### src/design/cmd3_pkg.sv
// Shared constants, types and helper functions for the clock multiplier/divider.
package cmd3_pkg;

  // Tick counter width and sync window
  localparam int CNT_W  = 32;
  localparam int STEP_W = $clog2(CNT_W);
  localparam int SYNC_WIN = 5;

  // Channel count and channel index width
  localparam int NCH  = 3;
  localparam int CH_W = 2;

  // Field widths
  localparam int MV_W   = 15;
  localparam int IDX_W  = 4;
  localparam int RATE_W = 3;
  localparam int PLEN_W = 16;

  // Port widths
  localparam int IN_DATA_W  = 24;
  localparam int OUT_DATA_W = 8;
  localparam int CFG_ADDR_W = 2;
  localparam int CFG_DATA_W = 16;

  // Schmitt thresholds in millivolts
  localparam logic signed [MV_W-1:0] MV_HIGH = 15'sd1700;
  localparam logic signed [MV_W-1:0] MV_LOW  = 15'sd200;

  // Rate index codes
  localparam logic [IDX_W-1:0] IDX_UNITY = 4'd5;
  localparam logic [IDX_W-1:0] IDX_MAX   = 4'd10;

  // Reset values of the registers
  localparam logic [IDX_W-1:0]  RATE_RST = 4'd5;
  localparam logic [PLEN_W-1:0] PLEN_RST = 16'd5;

  // Configuration register indexes
  typedef enum logic [CFG_ADDR_W-1:0] {
    REG_RATE_FIRST,
    REG_RATE_SECOND,
    REG_RATE_THIRD,
    REG_PULSE_LEN
  } cfg_reg_t;

  // Sequencer states
  typedef enum logic [2:0] {
    S_IDLE,
    S_CLOCK,
    S_EDGE,
    S_TGT_GO,
    S_TGT_WAIT,
    S_SCHED,
    S_DONE
  } state_t;

  // Request to the shared target unit
  typedef struct packed {
    logic             start;
    logic [IDX_W-1:0] idx;
  } tgt_req_t;

  // Response from the shared target unit
  typedef struct packed {
    logic             done;
    logic [CNT_W-1:0] target;
  } tgt_rsp_t;

  // Rate indexes above ten behave as ten
  function automatic logic [IDX_W-1:0] clamp_idx(input logic [IDX_W-1:0] idx);
    clamp_idx = (idx > IDX_MAX) ? IDX_MAX : idx;
  endfunction

  // Multiply/divide factor for a clamped rate index
  function automatic logic [RATE_W-1:0] rate_of(input logic [IDX_W-1:0] idx);
    unique case (idx) inside
      4'd0, 4'd10: rate_of = 3'd6;
      4'd1, 4'd9:  rate_of = 3'd5;
      4'd2, 4'd8:  rate_of = 3'd4;
      4'd3, 4'd7:  rate_of = 3'd3;
      4'd4, 4'd6:  rate_of = 3'd2;
      default:     rate_of = 3'd1;
    endcase
  endfunction

endpackage

### src/design/cmd3_tgt_unit.sv
// Shared pulse interval unit: period times rate registered directly, period over rate bit-serially.
module cmd3_tgt_unit (
  input  logic                    clk,
  input  logic                    rst_n,
  input  logic [cmd3_pkg::CNT_W-1:0] period,
  input  cmd3_pkg::tgt_req_t      req,
  output cmd3_pkg::tgt_rsp_t      rsp
);
  import cmd3_pkg::*;

  logic              busy_r;
  logic              done_r;
  logic [STEP_W-1:0] cnt_r;
  logic [CNT_W-1:0]  q_r;
  logic [RATE_W-1:0] rem_r;
  logic [RATE_W-1:0] div_r;

  logic [RATE_W-1:0]  req_rate;
  logic [CNT_W-1:0]   prod;
  logic [RATE_W:0]    rem_s;
  logic               qbit;
  logic [RATE_W:0]    rem_d;

  // Factor for the requested index, and product for the divide and unity indexes, wrapping at the counter width
  assign req_rate = rate_of(req.idx);
  assign prod     = period * CNT_W'(req_rate);

  // One restoring division step
  assign rem_s = {rem_r, q_r[CNT_W-1]};
  assign qbit  = (rem_s >= {1'b0, div_r});
  assign rem_d = rem_s - {1'b0, div_r};

  always_ff @(posedge clk) begin
    if (!rst_n) begin
      busy_r <= 1'b0;
      done_r <= 1'b0;
    end else begin
      done_r <= 1'b0;
      if (req.start) begin
        if (req.idx < IDX_UNITY) begin
          // Multiplier channel: divide the period by the factor
          busy_r <= 1'b1;
          q_r    <= period;
          rem_r  <= '0;
          div_r  <= req_rate;
          cnt_r  <= STEP_W'(CNT_W - 1);
        end else begin
          // Divider or unity channel: scale the period
          q_r    <= prod;
          done_r <= 1'b1;
        end
      end else if (busy_r) begin
        q_r   <= {q_r[CNT_W-2:0], qbit};
        rem_r <= qbit ? rem_d[RATE_W-1:0] : rem_s[RATE_W-1:0];
        if (cnt_r == '0) begin
          busy_r <= 1'b0;
          done_r <= 1'b1;
        end else begin
          cnt_r <= cnt_r - 1'b1;
        end
      end
    end
  end

  assign rsp.done   = done_r;
  assign rsp.target = q_r;

endmodule

### src/design/clock_mult_div_three_channel.sv
// Three-channel clock multiplier/divider: edge tracking, sync, pulse scheduling.
// Locked item: accept (S_IDLE), clock handling (S_CLOCK, S_EDGE), channel scan (S_SCHED),
// result (S_DONE); the next item is accepted only back in S_IDLE; unlocked items skip the scan.
// A new lock, or the first locked item after a rate write, first recomputes three
// intervals through S_TGT_GO and S_TGT_WAIT: a scaled period per unity/divide channel,
// a bit-serial divide per multiply channel. A waiting result holds the next item
// in its result step; synchronous active-low reset restores defaults, clears timing.
module clock_mult_div_three_channel (
  input  logic                              clk,
  input  logic                              rst_n,
  input  logic                              in_tvalid,
  output logic                              in_tready,
  // clock_connected, clock_mv[14:0], skip_first, skip_second, skip_third,
  // mute_button_first, mute_button_second, mute_button_third, pad
  input  logic [cmd3_pkg::IN_DATA_W-1:0]    in_tdata,
  output logic                              out_tvalid,
  input  logic                              out_tready,
  // gate_first, gate_second, gate_third, in_sync,
  // muted_first, muted_second, muted_third, pad
  output logic [cmd3_pkg::OUT_DATA_W-1:0]   out_tdata,
  input  logic                              cfg_we,
  input  logic [cmd3_pkg::CFG_ADDR_W-1:0]   cfg_addr,
  input  logic [cmd3_pkg::CFG_DATA_W-1:0]   cfg_wdata
);
  import cmd3_pkg::*;

  localparam logic [CNT_W-1:0] WIN_LO = CNT_W'(SYNC_WIN);
  localparam logic [CNT_W-1:0] WIN_HI = CNT_W'(0) - CNT_W'(SYNC_WIN);

  state_t state_r, state_nxt;

  // Configuration
  logic [IDX_W-1:0]  rate_idx_r [NCH];
  logic [PLEN_W-1:0] plen_r;

  // Clock tracking
  logic [CNT_W-1:0] tick_r;
  logic [CNT_W-1:0] last_edge_r;
  logic [CNT_W-1:0] period_r;
  logic [CNT_W-1:0] diff_r;
  logic             locked_r;
  logic             clk_hi_r;
  logic             edge_seen_r;
  logic             edge_r;
  logic             dirty_r;

  // Channels
  logic [CNT_W-1:0]  anchor_r [NCH];
  logic [CNT_W-1:0]  target_r [NCH];
  logic [PLEN_W-1:0] prem_r   [NCH];
  logic [NCH-1:0]    muted_r;
  logic [NCH-1:0]    btn_hi_r;
  logic [CH_W-1:0]   ch_r;

  // Captured transaction
  logic                   conn_r;
  logic signed [MV_W-1:0] mv_r;
  logic [NCH-1:0]         skip_r;

  // Result register
  logic                  out_valid_r;
  logic [OUT_DATA_W-1:0] out_data_r;

  // Input field views
  logic                   in_conn;
  logic signed [MV_W-1:0] in_mv;
  logic [NCH-1:0]         in_skip;
  logic [NCH-1:0]         in_btn;
  logic                   in_acc;

  assign in_conn = in_tdata[0];
  assign in_mv   = in_tdata[MV_W:1];
  assign in_skip = in_tdata[MV_W+NCH:MV_W+1];
  assign in_btn  = in_tdata[MV_W+2*NCH:MV_W+NCH+1];
  assign in_acc  = in_tvalid && in_tready;

  // Edge window and lock decision
  logic [CNT_W-1:0] dev;
  logic             win_in;
  logic             new_lock;
  logic             locked_after;

  assign dev      = diff_r - period_r;
  assign win_in   = (dev < WIN_LO) || ((dev > WIN_HI) && dev[CNT_W-1]);
  assign new_lock = edge_r && !locked_r && edge_seen_r;

  always_comb begin
    locked_after = locked_r;
    if (edge_r) begin
      if (locked_r) begin
        locked_after = win_in;
      end else if (edge_seen_r) begin
        locked_after = 1'b1;
      end
    end
  end

  // Scan compare for the channel under ch_r
  logic sched_hit;
  assign sched_hit = ((anchor_r[ch_r] + target_r[ch_r]) == tick_r);

  logic out_free;
  assign out_free = !out_valid_r || out_tready;

  logic last_ch;
  assign last_ch = (ch_r == CH_W'(NCH - 1));

  // Shared interval unit
  tgt_req_t tgt_req;
  tgt_rsp_t tgt_rsp;

  cmd3_tgt_unit u_tgt (
    .clk    (clk),
    .rst_n  (rst_n),
    .period (period_r),
    .req    (tgt_req),
    .rsp    (tgt_rsp)
  );

  // Next state
  always_comb begin
    state_nxt = state_r;
    unique case (state_r)
      S_IDLE:  if (in_acc) state_nxt = S_CLOCK;
      S_CLOCK: state_nxt = S_EDGE;
      S_EDGE: begin
        if (!locked_after) begin
          state_nxt = S_DONE;
        end else if (dirty_r || new_lock) begin
          state_nxt = S_TGT_GO;
        end else begin
          state_nxt = S_SCHED;
        end
      end
      S_TGT_GO:   state_nxt = S_TGT_WAIT;
      S_TGT_WAIT: if (tgt_rsp.done) state_nxt = last_ch ? S_SCHED : S_TGT_GO;
      S_SCHED:    if (last_ch) state_nxt = S_DONE;
      S_DONE:     if (out_free) state_nxt = S_IDLE;
      default:    state_nxt = S_IDLE;
    endcase
  end

  // State outputs
  always_comb begin
    in_tready     = 1'b0;
    tgt_req.start = 1'b0;
    tgt_req.idx   = clamp_idx(rate_idx_r[ch_r]);
    unique case (state_r)
      S_IDLE:   in_tready = 1'b1;
      S_TGT_GO: tgt_req.start = 1'b1;
      default: begin
        in_tready     = 1'b0;
        tgt_req.start = 1'b0;
      end
    endcase
  end

  always_ff @(posedge clk) begin
    if (!rst_n) begin
      state_r <= S_IDLE;
    end else begin
      state_r <= state_nxt;
    end
  end

  // Datapath and timing state
  always_ff @(posedge clk) begin
    if (!rst_n) begin
      for (int c = 0; c < NCH; c++) begin
        rate_idx_r[c] <= RATE_RST;
        anchor_r[c]   <= '0;
        prem_r[c]     <= '0;
      end
      plen_r      <= PLEN_RST;
      tick_r      <= '0;
      last_edge_r <= '0;
      period_r    <= '0;
      locked_r    <= 1'b0;
      clk_hi_r    <= 1'b0;
      edge_seen_r <= 1'b0;
      edge_r      <= 1'b0;
      dirty_r     <= 1'b1;
      muted_r     <= '0;
      btn_hi_r    <= '0;
      ch_r        <= '0;
      out_valid_r <= 1'b0;
    end else begin
      // Result taken; a new one loads in S_DONE
      if (out_tready && (state_r != S_DONE)) begin
        out_valid_r <= 1'b0;
      end

      unique case (state_r)
        // Capture the transaction, toggle mutes, advance the tick
        S_IDLE: begin
          if (in_acc) begin
            conn_r   <= in_conn;
            mv_r     <= in_mv;
            skip_r   <= in_skip;
            tick_r   <= tick_r + 1'b1;
            btn_hi_r <= in_btn;
            muted_r  <= muted_r ^ (in_btn & ~btn_hi_r);
          end
        end

        // Schmitt trigger on the clock, edge distance; a disconnect drops the lock
        S_CLOCK: begin
          diff_r <= tick_r - last_edge_r;
          edge_r <= conn_r && !clk_hi_r && (mv_r >= MV_HIGH);
          if (conn_r) begin
            if (clk_hi_r) begin
              if (mv_r <= MV_LOW) clk_hi_r <= 1'b0;
            end else if (mv_r >= MV_HIGH) begin
              clk_hi_r <= 1'b1;
            end
          end else begin
            locked_r    <= 1'b0;
            edge_seen_r <= 1'b0;
            last_edge_r <= '0;
          end
        end

        // Edge: first sighting, lock, realign, or loss of sync
        S_EDGE: begin
          ch_r <= '0;
          if (edge_r) begin
            last_edge_r <= tick_r;
            locked_r    <= locked_after;
            if (locked_r) begin
              if (win_in) begin
                for (int c = 0; c < NCH; c++) begin
                  if (clamp_idx(rate_idx_r[c]) < IDX_UNITY) begin
                    anchor_r[c] <= tick_r;
                    if (!skip_r[c] && (plen_r > prem_r[c])) prem_r[c] <= plen_r;
                  end
                end
              end
            end else if (!edge_seen_r) begin
              edge_seen_r <= 1'b1;
            end else begin
              period_r <= diff_r;
              dirty_r  <= 1'b1;
              for (int c = 0; c < NCH; c++) begin
                anchor_r[c] <= tick_r;
              end
            end
          end
        end

        // Collect one interval from the shared unit
        S_TGT_WAIT: begin
          if (tgt_rsp.done) begin
            target_r[ch_r] <= tgt_rsp.target;
            if (last_ch) begin
              ch_r    <= '0;
              dirty_r <= 1'b0;
            end else begin
              ch_r <= ch_r + 1'b1;
            end
          end
        end

        // Scheduled pulse check, one channel per cycle
        S_SCHED: begin
          if (sched_hit) begin
            anchor_r[ch_r] <= tick_r;
            if (!skip_r[ch_r] && (plen_r > prem_r[ch_r])) prem_r[ch_r] <= plen_r;
          end
          ch_r <= last_ch ? '0 : ch_r + 1'b1;
        end

        // Count pulses down and load the result register
        S_DONE: begin
          if (out_free) begin
            for (int c = 0; c < NCH; c++) begin
              if (prem_r[c] != '0) prem_r[c] <= prem_r[c] - 1'b1;
              out_data_r[c] <= (prem_r[c] != '0) && !muted_r[c];
            end
            out_data_r[NCH]              <= locked_r;
            out_data_r[2*NCH:NCH+1]      <= muted_r;
            out_data_r[OUT_DATA_W-1]     <= 1'b0;
            out_valid_r                  <= 1'b1;
          end
        end

        default: begin
        end
      endcase

      // Register writes: the user must write only while idle; the block itself does not enforce it
      if (cfg_we) begin
        unique case (cfg_reg_t'(cfg_addr))
          REG_RATE_FIRST, REG_RATE_SECOND, REG_RATE_THIRD: begin
            rate_idx_r[cfg_addr] <= cfg_wdata[IDX_W-1:0];
            dirty_r              <= 1'b1;
          end
          REG_PULSE_LEN: plen_r <= cfg_wdata[PLEN_W-1:0];
          default: begin
          end
        endcase
      end
    end
  end

  assign out_tvalid = out_valid_r;
  assign out_tdata  = out_data_r;

endmodule

### config.mk
export PLATFORM = sky130hd
export DESIGN_NAME = clock_mult_div_three_channel
export DESIGN_NICKNAME = d
export VERILOG_FILES = /design/src/design/cmd3_pkg.sv /design/src/design/cmd3_tgt_unit.sv /design/src/design/clock_mult_div_three_channel.sv
export SDC_FILE = /design/constraint.sdc
export NUM_CORES = 1
export LEC_CHECK = 0
export BUFFER_PORTS_ARGS = -buffer_cell sky130_fd_sc_hd__clkbuf_2
export CAP_MARGIN = 0
export CELL_PAD_IN_SITES_DETAIL_PLACEMENT = 0
export CELL_PAD_IN_SITES_GLOBAL_PLACEMENT = 2
export CORE_UTILIZATION = 42
export CTS_CLUSTER_DIAMETER = 120
export CTS_CLUSTER_SIZE = 12
export DETAILED_ROUTE_END_ITERATION = 10
export HOLD_SLACK_MARGIN = 0.12
export PLACE_DENSITY_LB_ADDON = 0.05
export SLEW_MARGIN = 20
export SYNTH_ARGS = -nofsm -noshare
export SYNTH_HDL_FRONTEND = slang
export SYNTH_SLANG_ARGS = --single-unit
### constraint.sdc
create_clock -name clk -period 10.2 [get_ports clk]
set_input_delay 0.51 -clock clk [delete_from_list [all_inputs] [get_ports clk]]
set_output_delay 0.51 -clock clk [all_outputs]
set_load 0.02 [all_outputs]
# == Word level (Yosys, flattened, before mapping) ==
# Memories as Yosys holds them, arrays and structs flattened. A register that Yosys moved wholly into a read port is not among the register bits.
# Index checks and enable logic that the tools add are counted.
# totals
ff_bits,232
ramBits,252
in_bits,47
output_inout_bits,10
word_cells,342
n_memories,4
# classes
n_addsub,10
n_mul,1
magnitude_cmp,18
eq_ne,30
mux,177
bitwise_logic,16
n_reduce_logical,61
# memory_table
memory,words,word_bits,read_ports,rd_clocked_by_memory_dff,wr,line_no,source
anchor_r,3,32,1,1,3,clock_mult_div_three_channel.sv:48,logic [CNT_W-1:0] anchor_r [NCH];
target_r,3,32,1,1,1,clock_mult_div_three_channel.sv:49,logic [CNT_W-1:0] target_r [NCH];
prem_r,3,16,4,1,3,clock_mult_div_three_channel.sv:50,logic [PLEN_W-1:0] prem_r [NCH];
rate_idx_r,3,4,4,1,3,clock_mult_div_three_channel.sv:33,logic [IDX_W-1:0] rate_idx_r [NCH];
# ops
operator,n
$mux W32,12
$mux W1,117
$mux W16,7
$gt A16 B16 Y1,4
$pmux W32 S2,1
$sub A32 B32 Y32,2
$reduce_bool A16 Y1,3
$sub A16 B1 Y16 const B,3
$mux W3,11
$add A32 B1 Y32 const B,1
$add A32 B32 Y32,1
$eq A32 B32 Y1,1
$gt A32 B32 Y1 const B,1
$lt A32 B3 Y1 const B,1
$mul A32 B3 Y32,1
$reduce_or A32 Y1,1
$mux W2,13
$pmux W3 S7,1
$mux W4,5
$mux W5,4
$gt A4 B4 Y1 const B,4
$lt A4 B3 Y1 const B,4
$reduce_and A4 Y1,4
$reduce_or A16 Y1,1
other kinds (42),110

# == Logic depth before layout (Yosys ltp) ==
# An unclocked memory read counts as a cell.
# depth
ltp_word,14
mapped_depth,22

# == By module ==
# From an unflattened synthesis, not the netlist that was laid out.
# unflattened
hier_cells,3353
area_unflattened_um2,33668.5
# by_module_without_submodules
mod,instances,cells_each,area_per_inst_um2
clock_mult_div_three_channel,1,2725,28583.7
cmd3_tgt_unit,1,628,5084.9

# == Least setup slack after synthesis ==
# No wires, ideal clock.
# synth_timing
kind,reg-to-reg
startpoint,register with a tool-made name
endpoint,"memory prem_r[3][0], enable pin"
arrival_time_ps,7307
t_required_ps,9722
setup_slack_ps,2415
path_stages_with_launch,18
path_buffers,5
path_cell_list,dfxtp_1 clkbuf_1 buf_1 clkbuf_1 clkbuf_1 mux4_2 ha_1 clkbuf_1 and3_1 a211o_1 a21oi_1 o21a_1 a21oi_1 and3_1 or4_1 nor4_1 nand4_1 a2111oi_0
# synth_lines
element,line_no
"end, declared",clock_mult_div_three_channel.sv:50

==> impl_metrics.env <==
export IMPL_yosysWarnings=0
export IMPL_finish_instance_area_um2=36400
export IMPL_cp_max_fo=32
export IMPL_fill_cells=7425
export IMPL_antenna_found_initial=0
export IMPL_finalCriticalPeriod_ns=7.12
export IMPL_synthAdderAreaFrac=0.0939
export IMPL_clk_pin_slew_ns=0.07
export IMPL_fp_dieW_um=284
export IMPL_chipHeight_um=284
export IMPL_clock_latency_ns=0.63
export IMPL_grt_total_usage=0.253
export IMPL_drive_gt1_frac=0.0758
export IMPL_drt_total_wl_um=104000
export IMPL_nNetsFinal=3682
export IMPL_dr_pass1_iters=6
export IMPL_setup_viol=0
export IMPL_yosys_cell_types_count=93
export IMPL_grt_max_degree=87
export IMPL_max_slew_margin=0.235
export IMPL_synthesis_area_um2=33400
export IMPL_core_rowCount=102
export IMPL_core_um2=78000
export IMPL_synth_edf_count=405
export IMPL_io_pins=57
export IMPL_required_ns=10.44
export IMPL_cts_made_buffers=50
export IMPL_cts_sinks=538
export IMPL_tightest_slew_ns=1.15
export IMPL_ys_seq_area_frac=0.444
export IMPL_hold_path_class="in -> reg"
export IMPL_final_antenna_net_count=0
export IMPL_synth_area_top_cells="edfxtp_1 36%, dfxtp_1 8.0%, ha_1 7.4%"
export IMPL_synth_most_common_cell="nand2_1"
export IMPL_end_kind="flip-flop"
export IMPL_h_tree_depth=2
export IMPL_yosys_area_share_simple=0.166
export IMPL_vias_per_cell=5.80
export IMPL_vdd_ir_drop_max_uv=108
export IMPL_area_growth_synth_to_final_pct=9.24
export IMPL_synthTopCellsByCount="434 x nand2_1, 405 x edfxtp_1, 236 x inv_1"
export IMPL_place_area_um2=34700
export IMPL_yosys_area_share_xor_xnor=0.0477
export IMPL_gp_congestion=0.924
export IMPL_overflow=0
export IMPL_post_route_period_util=0.698
export IMPL_root_buffer="clkbuf_16"
export IMPL_p_per_area_nw_per_um2=150
export IMPL_wl_per_cell_um=23.1
export IMPL_max_freq_mhz=141
export IMPL_post_cts_buffers=0
export IMPL_yosys_area_top_type="edfxtp_1"
export IMPL_use_met1=0.347
export IMPL_initial_core_util=0.428
export IMPL_status="completed"
export IMPL_grt_use_met3=0.0234
export IMPL_ctsLongestPathBuffers=3
export IMPL_clock_skew_final_ns=0.0336
export IMPL_path_class="reg -> reg"
export IMPL_dieArea_um2=80600
export IMPL_grt_most_used_layer="met2"
export IMPL_maxCapViolations=0
export IMPL_slew_viol_final=0
export IMPL_synth_top_area_frac=0.365
export IMPL_tns_ns=0
export IMPL_drtIter0Drc=1738
export IMPL_synthMuxAreaShare=0.0499
export IMPL_avgSynthCellArea_um2=9.84
export IMPL_routed_via_count=26000
export IMPL_rsz0062_at_grt="false"
export IMPL_hold_viol_final=0
export IMPL_grt_pass1_wl_um=156000
export IMPL_io_buffers=53
export IMPL_synth_compound_area_frac=0.152
export IMPL_gr_usage_met2=0.424
export IMPL_cp_arrival_ns=7.36
export IMPL_syn_inst=3391
export IMPL_startpoint_type="flip-flop"
export IMPL_leakage_nw=13.4
export IMPL_cts_tree="yes"
export IMPL_synthArstFlopShare=0
export IMPL_ys_seq_elements=538
export IMPL_drc=0
export IMPL_grt_pass1_vias=25500
export IMPL_dp_hpwl_um=75700
export IMPL_synthFlopType="edfxtp_1"
export IMPL_synth_top_family_by_area="simple AND/OR/NAND/NOR gates"
worst max-delay path, cell delays in order, from the launching register on:
cell and delay, ns:
dfxtp_4 0.82, buf_4 0.58, mux4_2 0.59, ha_1 0.23, inv_1 0.07, fa_1 0.42, xnor2_1 0.14, nor4_1 0.51
and3_1 0.30, o2111ai_1 0.13, a2111o_1 0.40, nor4_1 0.25, nand4_1 0.21, or4_4 0.62, a2111oi_2 0.24, buf_4 0.29
a21oi_1 0.10, nand2_1 0.74
per-layer routing:
metal	share of wire	routed length, um
met1	0.46	48000
met2	0.47	49000
met3	0.035	3600
met4	0.029	2970
met5	0	0
worst paths after layout:
check                  from        endpoint  slack [ns]  cells after the start
max               flip-flop    prem_r[0][8]        3.08                     17
min reg2reg  last_edge_r[2]  last_edge_r[2]        0.45                      2
max reg2reg       flip-flop    prem_r[0][8]        3.08                     17
min            in_tdata[19]     btn_hi_r[0]        0.16                      3
report_power, final:
part | total (W) | switching, W | internal, W
combinational | 0.00112 | 0.000737 | 0.000381
clock | 0.00178 | 0.000854 | 0.000931
sequential | 0.00257 | 0.000103 | 0.00246
total | 0.00547 | 0.00169 | 0.00378
state kept, by name, indices dropped and copies added, names as in the netlist, 5 cells and up, named ones only:
| signal | count |
|---|---|
| anchor_r | 128 |
| diff_r | 32 |
| last_edge_r | 32 |
| mv_r | 15 |
| out_tdata | 7 |
| period_r | 32 |
| plen_r | 16 |
| prem_r | 64 |
| rate_idx_r | 16 |
| target_r | 96 |
| tick_r | 32 |
| u_tgt.cnt_r | 5 |
| u_tgt.q_r | 32 |
final cells by class:
cell class / count / area, um2 / area share
Multi-Input combinational cell: 2460 / 17200 / 0.471
Inverter: 237 / 891 / 0.0244
Antenna cell: 1 / 2.50 / 0.0000687
Timing Repair Buffer: 118 / 826 / 0.0227
Tap cell: 1040 / 1300 / 0.0357
Clock buffer: 89 / 1410 / 0.0386
Sequential cell: 538 / 14800 / 0.407
Clock inverter: 3 / 33.8 / 0.000927
cell families (layout without fill, tap and decap cells):
logic type | Yosys count | after routing
AO/OA/AOI/OAI | 792 | 792
XOR/XNOR | 180 | 180
adder cells (fa/ha/maj) | 230 | 230
buffers and inverters | 397 | 447
flip-flops | 538 | 538
multiplexers | 101 | 101
other | 1 | 6
AND/OR/NAND/NOR | 1152 | 1152
timing repair:
action,4_1_cts,5_1_grt
hold buffers,24,0
hold endpoints to repair,24,0
gates resized for setup,0,0
setup endpoints to repair,0,0
metrics by stage:
step	instances	setup WS (ns)	power (W)	utilization	hold WS (ns)
after floorplan	3395	2.41	0.00334	-	0.431
after global placement	4368	3.16	0.00371	0.446	0.438
after detailed placement	4368	3.20	0.00372	0.446	0.443
after CTS	4484	3.15	0.00551	0.467	0.126
after global routing	4485	2.73	0.00570	0.467	0.134
final	4486	3.08	0.00547	0.467	0.161
cells in the final DEF, fill, tap and decap left out, types with 50 or more instances in the layout:
cell	n
edfxtp_1	405
nand3_1	91
and2_1	107
dfxtp_1	131
nand2_1	433
inv_1	236
mux4_2	52
ha_1	196
o211ai_1	53
xor2_1	68
nor3_1	62
o21ai_0	184
a21oi_1	224
a21o_1	65
clkbuf_16	50
nor2_1	203
xnor2_1	111
clkbuf_2	53
nand4_1	54
Power figures use the tool's default switching activity.
